==> src/hdl/rlc_pkg.sv <==
// Shared types, widths and the helper function of the rectangle line clipper.
// Used by every module of the clipper; depends on nothing.
package rlc_pkg;

  localparam int CW  = 16;  // coordinate width
  localparam int DW  = 17;  // width of a coordinate difference
  localparam int PW  = 34;  // width of a 17 x 17 product
  localparam int NW  = 36;  // width of a crossing numerator
  localparam int QD  = 4;   // depth of the front-to-back queue
  localparam int QAW = 2;   // queue pointer width
  localparam int QCW = 3;   // queue fill count width

  // Outcode bits.
  localparam int BIT_LEFT   = 0;
  localparam int BIT_RIGHT  = 1;
  localparam int BIT_BOTTOM = 2;
  localparam int BIT_TOP    = 3;

  // Configuration register indexes.
  localparam logic [2:0] REG_LEFT   = 3'd0;
  localparam logic [2:0] REG_RIGHT  = 3'd1;
  localparam logic [2:0] REG_BOTTOM = 3'd2;
  localparam logic [2:0] REG_TOP    = 3'd3;

  typedef logic signed [CW-1:0] coord_t;
  typedef logic signed [DW-1:0] delta_t;
  typedef logic signed [NW-1:0] num_t;

  typedef struct packed {
    coord_t left;
    coord_t right;
    coord_t bottom;
    coord_t top;
  } win_t;

  // Crossing numerators of one endpoint, one per window edge.
  typedef struct packed {
    num_t l;
    num_t r;
    num_t b;
    num_t t;
  } nums_t;

  // Segment facts that travel alongside the divisions.
  typedef struct packed {
    logic       trivial_rej;
    logic [3:0] ca;
    logic [3:0] cb;
    coord_t     ax;
    coord_t     ay;
    coord_t     bx;
    coord_t     by;
    logic       dx_zero;
    logic       dy_zero;
  } seg_t;

  // One queue entry: a classified segment ready for division.
  typedef struct packed {
    seg_t   seg;
    delta_t dx;
    delta_t dy;
    nums_t  na;
    nums_t  nb;
  } qent_t;

  // Four-bit region code of a point.
  function automatic logic [3:0] outcode(input coord_t x, input coord_t y, input win_t w);
    logic [3:0] c;
    c             = '0;
    c[BIT_LEFT]   = x < w.left;
    c[BIT_RIGHT]  = x > w.right;
    c[BIT_BOTTOM] = y < w.bottom;
    c[BIT_TOP]    = y > w.top;
    return c;
  endfunction

endpackage

==> src/hdl/rlc_queue.sv <==
// Short queue between the clipper's front and back ends.
// Depends on rlc_pkg.
module rlc_queue (
  input  logic            clk,
  input  logic            rst_n,
  input  logic            wr_valid,
  input  rlc_pkg::qent_t  wr_data,
  input  logic            rd_pop,
  output logic            rd_valid,
  output rlc_pkg::qent_t  rd_data,
  output logic [2:0]      count
);
  import rlc_pkg::*;

  qent_t           mem_r [QD];
  logic [QAW-1:0]  wp_r, rp_r;
  logic [QCW-1:0]  cnt_r;

  assign rd_valid = cnt_r != '0;
  assign rd_data  = mem_r[rp_r];
  assign count    = cnt_r;

  // Pointers and fill count.
  always_ff @(posedge clk) begin
    if (!rst_n) begin
      wp_r  <= '0;
      rp_r  <= '0;
      cnt_r <= '0;
    end else begin
      if (wr_valid) wp_r <= wp_r + 1'b1;
      if (rd_pop) rp_r <= rp_r + 1'b1;
      cnt_r <= cnt_r + QCW'(wr_valid) - QCW'(rd_pop);
    end
  end

  // Entry storage.
  always_ff @(posedge clk) begin
    if (wr_valid) mem_r[wp_r] <= wr_data;
  end

endmodule

==> config.mk <==
export PLATFORM = sky130hd
export DESIGN_NAME = rlc_queue
export DESIGN_NICKNAME = d
export VERILOG_FILES = /design/src/hdl/rlc_pkg.sv /design/src/hdl/rlc_queue.sv
export SDC_FILE = /design/constraint.sdc
export NUM_CORES = 1
export LEC_CHECK = 0
export BUFFER_PORTS_ARGS = -buffer_cell sky130_fd_sc_hd__buf_4
export CAP_MARGIN = 5
export CORE_ASPECT_RATIO = 0.8
export CORE_MARGIN = 2
export CORE_UTILIZATION = 50
export DETAILED_ROUTE_END_ITERATION = 8
export PLACE_DENSITY = 0.74
export SYNTH_ARGS = -nofsm -noshare
export SYNTH_HDL_FRONTEND = slang
export SYNTH_SLANG_ARGS = --single-unit
==> constraint.sdc <==
create_clock -name clk -period 11.8 [get_ports clk]
set_clock_uncertainty 0.15 [all_clocks]
set_input_delay 1.18 -clock clk [delete_from_list [all_inputs] [get_ports clk]]
set_output_delay 1.18 -clock clk [all_outputs]
set_load 0.01 [all_outputs]
==> results of run 1 <==
layer usage:
metal / up-vias / routed length [um] / track usage, %
met3: 218 / 10440 / 6.438
li1: 11040 / - / -
met1: 13850 / 44570 / 25.66
met4: 2 / 4329 / 8.755
met5: - / 9 / 0
met2: 1078 / 65630 / 34.69
metrics by stage:
| stage | util, % | area [um2] |
|---|---|---|
| floorplan | - | 57730 |
| global placement | 57.02 | 65330 |
| detailed placement | 57.02 | 65330 |
| CTS | 61.17 | 70090 |
| global route | 61.21 | 70140 |
| finish | 61.22 | 70140 |
state kept, by name (all words and copies together) (netlist names), named ones only:
| name | cells |
|---|---|
| wp_r | 2 |
| rp_r | 2 |
| mem_r | 1588 |
| count | 3 |
synthesized netlist by cell type, drive strengths merged:
cell type / n / area share (%)
edfxtp: 1588 / 83
mux4: 397 / 15
buf: 82 / 1.1
dfxtp: 9 / 0.31
inv: 7 / 0.046
and2: 6 / 0.065
clkbuf: 6 / 0.039
ha: 6 / 0.13
nor2: 5 / 0.033
xnor2: 2 / 0.030
a21bo: 1 / 0.017
a21oi: 1 / 0.0087
fa: 1 / 0.035
mux2i: 1 / 0.017
nand3b: 1 / 0.013
or3: 1 / 0.011
xor3: 1 / 0.041
cell families after synthesis:
kind of cell,after synthesis,share of synthesized area (%)
compound gates,2,0.02600
simple gates,13,0.1214
flops,1597,82.91
buf+inv,95,1.201
fa+ha+maj,7,0.1647
xor+xnor,3,0.07152
mux,398,15.50
worst max-delay path: stages (launching register included):
cell	delay, ns
dfxtp_4	0.82
buf_4	0.86
buf_12	0.62
mux4_2	0.65
buf_4	0.17
layout by cell type (no fill, tap or decap), types with 5 or more instances in the layout:
master     Yosys  routed
mux4_2       397     397
inv_6          0       5
clkbuf_16      0     157
buf_4          0     813
buf_12         0      12
diode_2        0      21
clkinv_1       0      39
clkbuf_1       6      35
edfxtp_1    1588    1588
ha_1           6       6
nor2_1         5       5
bufinv_16      0      11
dfxtp_1        9       7
inv_1          7       7
clkinv_2       0      13
layout make-up:
class / count / area [um2]
sequential: 1597 / 47870
fill: 7497 / 44440
multi-input combinational: 423 / 9183
timing repair buffer: 825 / 6344
clock buffer: 192 / 4060
tap: 1525 / 1908
clock inverter: 76 / 696.9
antenna: 21 / 52.55
inverter: 7 / 26.28
power groups by stage:
stage               logic, mW  registers (mW)  clock network, mW
finish                   1.33            6.60               4.66
global route             1.40            6.62               4.97
detailed placement       1.34            6.72                  0
CTS                      1.35            6.61               4.76
floorplan               0.679            6.79                  0
global placement         1.31            6.70                  0
path summary, 6_finish.rpt:
kind / start / to / slack [ns] / cells after the start
max: flop / rd_data[214] / 6.18 / 4
min: rp_r[0] / flop / 0.42 / 2
max reg2reg: wp_r[0] / mem_r[1][253] / 7.82 / 4
min reg2reg: rp_r[0] / flop / 0.42 / 2
==> results.py, run 1 <==
metrics = {
    "grt": {
        "gr-total-overflow": 0,
        "antenna_found_initial": 21,
        "grt_usage_pct": 20.91,
        "grt_max_degree": 161,
        "grt_pass1_wl_mm": 180.7,
        "grt_pass1_vias": 27550,
    },
    "yosys": {
        "synth_cells": 2115,
        "syn-mean-instance-area_um2": 27.30,
        "syn_nets": 2523,
        "seq_area_frac_synth_pct": 82.91,
        "yosysWarnings": 0,
        "synth_area_mm2": 0.05773,
        "synth-seq-cells": 1597,
        "yosysUniqueCellTypes": 19,
    },
    "cts": {
        "clk_pin_slew_ns": 0.06,
        "cts_root_buffer": "clkbuf_16",
        "htree_levels": 4,
        "cts_buffer_depth": 3,
        "cts_setup_buffers": 0,
        "post_cts_resized": 0,
        "clock-sinks": 1597,
        "ctsHoldBuffers": 0,
        "numCtsBuffers": 150,
        "cts_tree": "done",
        "clock_latency_ns": 0.77,
    },
    "timing": {
        "layout_min_cycle_time_ns": 5.619,
        "hold_viol": 0,
        "setup_slack_ns": 6.181,
        "timing.final.crit_share_pct": 47.62,
        "tightestPinTransition_ns": 1.225,
        "setup-tns-final_ns": 0,
        "final_max_slew_viol_count": 0,
        "hold_ws_ns": 0.4153,
        "setup_viol": 0,
        "rsz0062_at_grt": "false",
        "slew_headroom_pct": 18.34,
        "fmax_ghz": 0.1780,
    },
    "run": {
        "cap_violations": 0,
    },
    "floorplanning": {
        "start_util_pct": 50.39,
        "core_area_mm2": 0.1146,
        "die-width_um": 383.9,
        "die_h_um": 307.9,
        "die_area_mm2": 0.1182,
        "core.rowCount": 111,
        "pin_count": 802,
    },
    "drt": {
        "drt_iter0_drc": 2193,
        "drc": 0,
        "post_drt_wl_per_cell_um": 26.78,
        "vias": 26180,
        "detail_route.vias_per_cell": 5.611,
        "first_pass_iters": 5,
        "antenna_left": 0,
        "routed_wl_mm": 125.0,
    },
    "setup_path": {
        "setup.worst_path.start_class": "flop",
        "cp_data_arrival_time_ns": 4.29,
        "cp-end-kind": "primary output",
        "required_ns": 10.47,
        "criticalPathCategory": "flop to primary output",
        "worstPathMaxFanout": 107,
    },
    "power": {
        "max-vdd-ir-drop_v": 0.0001649,
        "report.power.total_mw": 12.59,
        "p_int_mw": 9.856,
        "power_density_mw_per_mm2": 179.5,
        "swShare_pct": 21.73,
        "p_leak_nw": 23.30,
        "p_switching_mw": 2.737,
        "p_seq_share_pct": 52.5,
        "pwr-share-comb_pct": 10.5,
        "clkPwrFrac_pct": 37.0,
    },
    "placed_design": {
        "port_buffers": 801,
        "gp_congestion": 0.8022,
        "dp_hpwl_mm": 76.13,
        "pre_cts_slack_ns": 6.963,
        "dpl.cell_count": 4377,
    },
    "final_layout": {
        "num-nets-final": 3412,
        "area_growth_pct": 21.50,
        "layoutNonFillerInstCount": 4666,
        "drive_gt1_share_pct": 45.61,
    },
    "run_status": {
        "outcome": "complete, no violations",
    },
    "hold_path": {
        "hp-class": "flop to flop",
    },
}
Note: power is estimated with default switching activity, not from simulation.
==> inputs of run 2 (changes only) <==
- PLACE_DENSITY: 0.74 -> 0.71
- clock period: 11.8 -> 5.7 ns (I/O delays scaled with it)
==> run 2 against run 1 <==
Net effect: die area stayed put; sequential share of layout area is 4.0 points lower; sequential power is 110% higher; setup slack worse by 4.3 ns; critical path type unchanged; power is 110% higher; critical path depth stayed put; core utilization is 3.8 points higher; global-route usage is 1.4 points higher; largest cell class unchanged; final cell count is 9.3% higher.
==> results.py, run 2 (same netlist as run 1, synthesis figures left out) <==
metrics = {
    "placed_design": {
        "dpl.cell_count": 4410,
        "placed_cell_area_mm2": 0.06567,
        "gp_congestion": 0.7988,
        "dp_hpwl_mm": 80.13,
        "port_buffers": 801,
    },
    "setup_path": {
        "slowest_stage": "dfxtp_4",
        "timing.reg2reg.setup_slack_ns": 2.88,
        "crit_path_cell_trace": "buf_12, buf_12, mux4_2, buf_4",
        "critPathMostFrequentCell": "buf_12",
        "required_ns": 4.98,
        "setup.worst_path.start_class": "flop",
        "cp_slowest_stage_delay_ns": 0.81,
        "cp-end-kind": "primary output",
        "cp_data_arrival_time_ns": 3.14,
        "worstPathMaxFanout": 46,
        "criticalPathCategory": "flop to primary output",
    },
    "run_status": {
        "outcome": "complete, no violations",
    },
    "drt": {
        "first_pass_iters": 6,
        "routed_wl_mm": 131.9,
        "drt_iter0_drc": 2201,
        "detail_route.vias_per_cell": 5.500,
        "post_drt_wl_per_cell_um": 25.86,
        "drc": 0,
        "antenna_left": 0,
        "vias": 28060,
    },
    "final_layout": {
        "top_register": "mem_r",
        "stdcell_area_mm2": 0.07445,
        "final_cell_mix": "edfxtp_1, buf_4, dlygate4sd3_1",
        "final_common_cell": "edfxtp_1",
        "area_growth_pct": 28.97,
        "layoutNonFillerInstCount": 5101,
        "drive_gt1_share_pct": 41.28,
        "nFillCells": 7158,
        "num-nets-final": 3847,
        "multi_input_area_mm2": 0.009183,
        "regArea_mm2": 0.04787,
        "largest_register_ffs": 1588,
    },
    "power": {
        "power_density_mw_per_mm2": 353.9,
        "report.power.total_mw": 26.35,
        "max-vdd-ir-drop_v": 0.0003202,
        "p_leak_nw": 25.17,
    },
    "timing": {
        "tightestPinTransition_ns": 1.296,
        "fmax_ghz": 0.2589,
        "slew_headroom_pct": 13.60,
        "setup_viol": 0,
        "timing.final.crit_share_pct": 67.77,
        "rsz0062_at_grt": "false",
        "hold_viol": 0,
        "setup-tns-final_ns": 0,
        "final_max_slew_viol_count": 0,
        "layout_min_cycle_time_ns": 3.863,
    },
    "floorplanning": {
        "die-width_um": 383.9,
        "die_h_um": 307.9,
        "start_util_pct": 50.39,
        "core.rowCount": 111,
        "pin_count": 802,
        "die_area_mm2": 0.1182,
        "core_area_mm2": 0.1146,
    },
    "grt": {
        "grt_usage_pct": 22.27,
        "grt_pass1_vias": 30140,
        "gr-total-overflow": 0,
        "grt_pass1_wl_mm": 193.6,
        "antenna_found_initial": 21,
        "grt_max_degree": 141,
    },
    "run": {
        "cap_violations": 0,
    },
    "cts": {
        "clk_pin_slew_ns": 0.06,
        "cts_root_buffer": "clkbuf_16",
        "cts_buffer_depth": 3,
        "clock_latency_ns": 0.76,
        "htree_levels": 4,
        "post_cts_resized": 0,
        "clock-sinks": 1597,
        "numCtsBuffers": 152,
        "cts_setup_buffers": 0,
        "cts_tree": "done",
    },
    "hold_path": {
        "hp-class": "flop to flop",
    },
}
run 2: changes by cell type in the layout (fill, tap and decap cells not counted), sizes merged, moves of 2 or more:
cell / delta
buf: +33
clkbuf: +4
clkinvlp: +2
bufinv: -5
dlygate4sd3: +400
inv: +2
run 2: power by group:
group,internal (mW),switching [mW]
logic,1.56,1.50
registers,13.5,0.153
clock network,5.43,4.20
run 2: worst max-delay path, delay by kind of cell, from the launching register on:
| family | cells | cell delay (ns) |
|---|---|---|
| buffers and inverters | 3 | 0.84 |
| flip-flops | 1 | 0.81 |
| multiplexers | 1 | 0.61 |
run 2: worst paths after layout:
kind                               from             to  cells past startpoint
worst max-delay path               flop   rd_data[371]                      4
worst min-delay path            rp_r[1]           flop                      2
worst max register to register  wp_r[0]  mem_r[3][328]                      3
worst min register to register  rp_r[1]           flop                      2
run 2: stage by stage:
step / util, % / hold slack, ns / worst slack [ns]
2_1_floorplan: - / 0.3493 / 1.790
3_3_place_gp: 57.31 / 0.3531 / 2.547
3_5_place_dp: 57.31 / 0.3786 / 2.531
4_1_cts: 64.94 / 0.3400 / 1.673
5_1_grt: 64.97 / 0.3638 / 1.586
6_report: 64.98 / 0.3872 / 1.837
run 2: repair_timing:
item / 4_1_cts / 5_1_grt
endpoints found under the setup margin: 0 / 0
endpoints found under the hold margin: 1597 / 0
hold buffers: 400 / 0
run 2: cell type report:
cell class                 count  area share [%]
sequential                  1597           64.30
timing repair buffer        1258           14.35
multi-input combinational    423           12.33
clock buffer                 196           5.573
tap                         1525           2.563
clock inverter                75          0.7814
antenna                       20         0.06722
inverter                       7         0.03529
run 2: layer usage:
| metal | wire (um) | GRT usage [%] |
|---|---|---|
| met1 | 47930 | 27.07 |
| met4 | 5040 | 8.755 |
| met3 | 9242 | 5.676 |
| met5 | 61 | 0 |
| met2 | 69630 | 38.37 |
==> inputs of run 3 (changes only) <==
- clock period: 5.7 -> 4 ns (I/O delays scaled with it)
==> run 3 against run 2 <==
Net effect: final cell count grew 0.22%; clock-buffer cell count shrank 1; setup slack lost 1.2 ns; combinational power grew 44%; final area grew 0.45%; highest routed layer unchanged.
==> results.py, run 3 (same netlist as run 1, synthesis figures left out) <==
metrics = {
    "cts": {
        "clock-sinks": 1597,
        "numCtsBuffers": 149,
        "cts_tree": "done",
        "cts_buffer_depth": 3,
        "post_cts_resized": 0,
        "htree_levels": 4,
        "cts_root_buffer": "clkbuf_16",
        "clk_pin_slew_ns": 0.06,
        "clock_latency_ns": 0.76,
    },
    "final_layout": {
        "stdcell_area_mm2": 0.07479,
        "regArea_mm2": 0.04787,
        "nFillCells": 7092,
        "num-nets-final": 3860,
        "largest_register_ffs": 1588,
        "final_common_cell": "edfxtp_1",
        "area_growth_pct": 29.55,
        "multi_input_area_mm2": 0.009183,
        "drive_gt1_share_pct": 41.54,
        "final_cell_mix": "edfxtp_1, buf_4, dlygate4sd3_1",
        "top_register": "mem_r",
    },
    "setup_path": {
        "slowest_stage": "dfxtp_4",
        "cp_data_arrival_time_ns": 2.82,
        "r2r.worst_path.cells": 3,
        "worstPathMaxFanout": 34,
        "critPathMostFrequentCell": "buf_12",
        "setup.worst_path.start_class": "flop",
        "r2r-end": "mem_r[3][185]",
        "endpoint": "rd_data[385]",
        "required_ns": 3.45,
        "reg2reg_from": "wp_r[0]",
        "cp-end-kind": "primary output",
        "crit_path_cell_trace": "buf_12, buf_12, mux4_2, buf_4",
        "timing.reg2reg.setup_slack_ns": 1.66,
        "criticalPathCategory": "flop to primary output",
        "cp_slowest_stage_delay_ns": 0.65,
    },
    "placed_design": {
        "gp_congestion": 0.7991,
        "placed_cell_area_mm2": 0.06598,
        "dp_hpwl_mm": 82.37,
        "port_buffers": 801,
    },
    "timing": {
        "rsz0062_at_grt": "false",
        "setup-tns-final_ns": 0,
        "tightestPinTransition_ns": 0.7737,
        "hold_viol": 0,
        "layout_min_cycle_time_ns": 3.374,
        "timing.final.crit_share_pct": 84.36,
        "slew_headroom_pct": 48.42,
        "setup_viol": 0,
        "fmax_ghz": 0.2964,
        "final_max_slew_viol_count": 0,
    },
    "floorplanning": {
        "pin_count": 802,
        "core.rowCount": 111,
        "die_h_um": 307.9,
        "die-width_um": 383.9,
        "start_util_pct": 50.39,
        "core_area_mm2": 0.1146,
        "die_area_mm2": 0.1182,
    },
    "drt": {
        "first_pass_iters": 7,
        "routed_wl_mm": 130.3,
        "post_drt_wl_per_cell_um": 25.48,
        "drt_iter0_drc": 2316,
        "antenna_left": 0,
        "detail_route.vias_per_cell": 5.482,
        "drc": 0,
        "vias": 28020,
    },
    "grt": {
        "gr-total-overflow": 0,
        "grt_pass1_wl_mm": 190.2,
        "grt_max_degree": 102,
        "grt_usage_pct": 21.98,
        "grt_pass1_vias": 29840,
        "antenna_found_initial": 20,
    },
    "hold_path": {
        "hp-class": "input port to flop",
    },
    "run": {
        "cap_violations": 0,
    },
    "power": {
        "power_density_mw_per_mm2": 502.7,
        "p_leak_nw": 25.31,
        "max-vdd-ir-drop_v": 0.0003789,
    },
    "run_status": {
        "outcome": "complete, no violations",
    },
}
## run 3: area by class of cell
class	instances	area share, %
multi-input cells	423	12.28
clock inverters	72	0.9385
repair buffers	1274	14.70
clock buffers	195	5.429
flip-flops and latches	1597	64.01
inverters	7	0.03513
well taps	1525	2.551
diodes	19	0.06357
## run 3: worst min path at each step
stage | slack, ns | depth (start not counted) | end | startpoint
after floorplan | 0.35 | 0 | mem_r[0][0] | wr_data[0]
after global placement | 0.35 | 2 | flop | rp_r[1]
after detailed placement | 0.38 | 2 | flop | rp_r[1]
after CTS | 0.16 | 2 | mem_r[2][271] | wr_data[271]
after global routing | 0.17 | 2 | mem_r[3][344] | wr_data[344]
final | 0.22 | 2 | mem_r[2][190] | wr_data[190]
## run 3: where the power goes
| part | switching, mW | total [mW] | internal (mW) | leakage, nW |
|---|---|---|---|---|
| registers | 0.201 | 19.4 | 19.2 | 14.7 |
| logic | 2.16 | 4.40 | 2.25 | 8.32 |
| clock network | 5.87 | 13.7 | 7.88 | 2.32 |
## run 3: per-layer routing
layer / wire, um / up-vias / track usage, %
li1: - / 11940 / -
met3: 10060 / 220 / 5.999
met1: 47800 / 14750 / 27.39
met4: 4107 / 10 / 8.007
met5: 57 / - / 0
met2: 68230 / 1104 / 37.16
## run 3: what timing repair did
item                                    CTS  global route
hold buffers                            400             0
endpoints found under the hold margin  1597             0
setup buffers                             0             0
## run 3: worst max-delay path, delay by kind of cell, from the launching register on
family,cells,cell delay [ns]
flops,1,0.65
buf+inv,3,0.73
mux,1,0.60
## run 3: per-stage QoR
| step | hold WS [ns] | util [%] | power (mW) | setup WS [ns] | instances |
|---|---|---|---|---|---|
| 5_1_grt | 0.1720 | 65.26 | 38.78 | 0.4403 | 5104 |
| 4_1_cts | 0.1552 | 65.23 | 37.86 | 0.5182 | 5093 |
| 6_report | 0.2189 | 65.27 | 37.60 | 0.6258 | 5112 |
| 2_1_floorplan | 0.3489 | - | 21.79 | 0.1069 | 2115 |
| 3_5_place_dp | 0.3845 | 57.58 | 23.87 | 1.349 | 4426 |
| 3_3_place_gp | 0.3497 | 57.58 | 23.72 | 1.374 | 4426 |
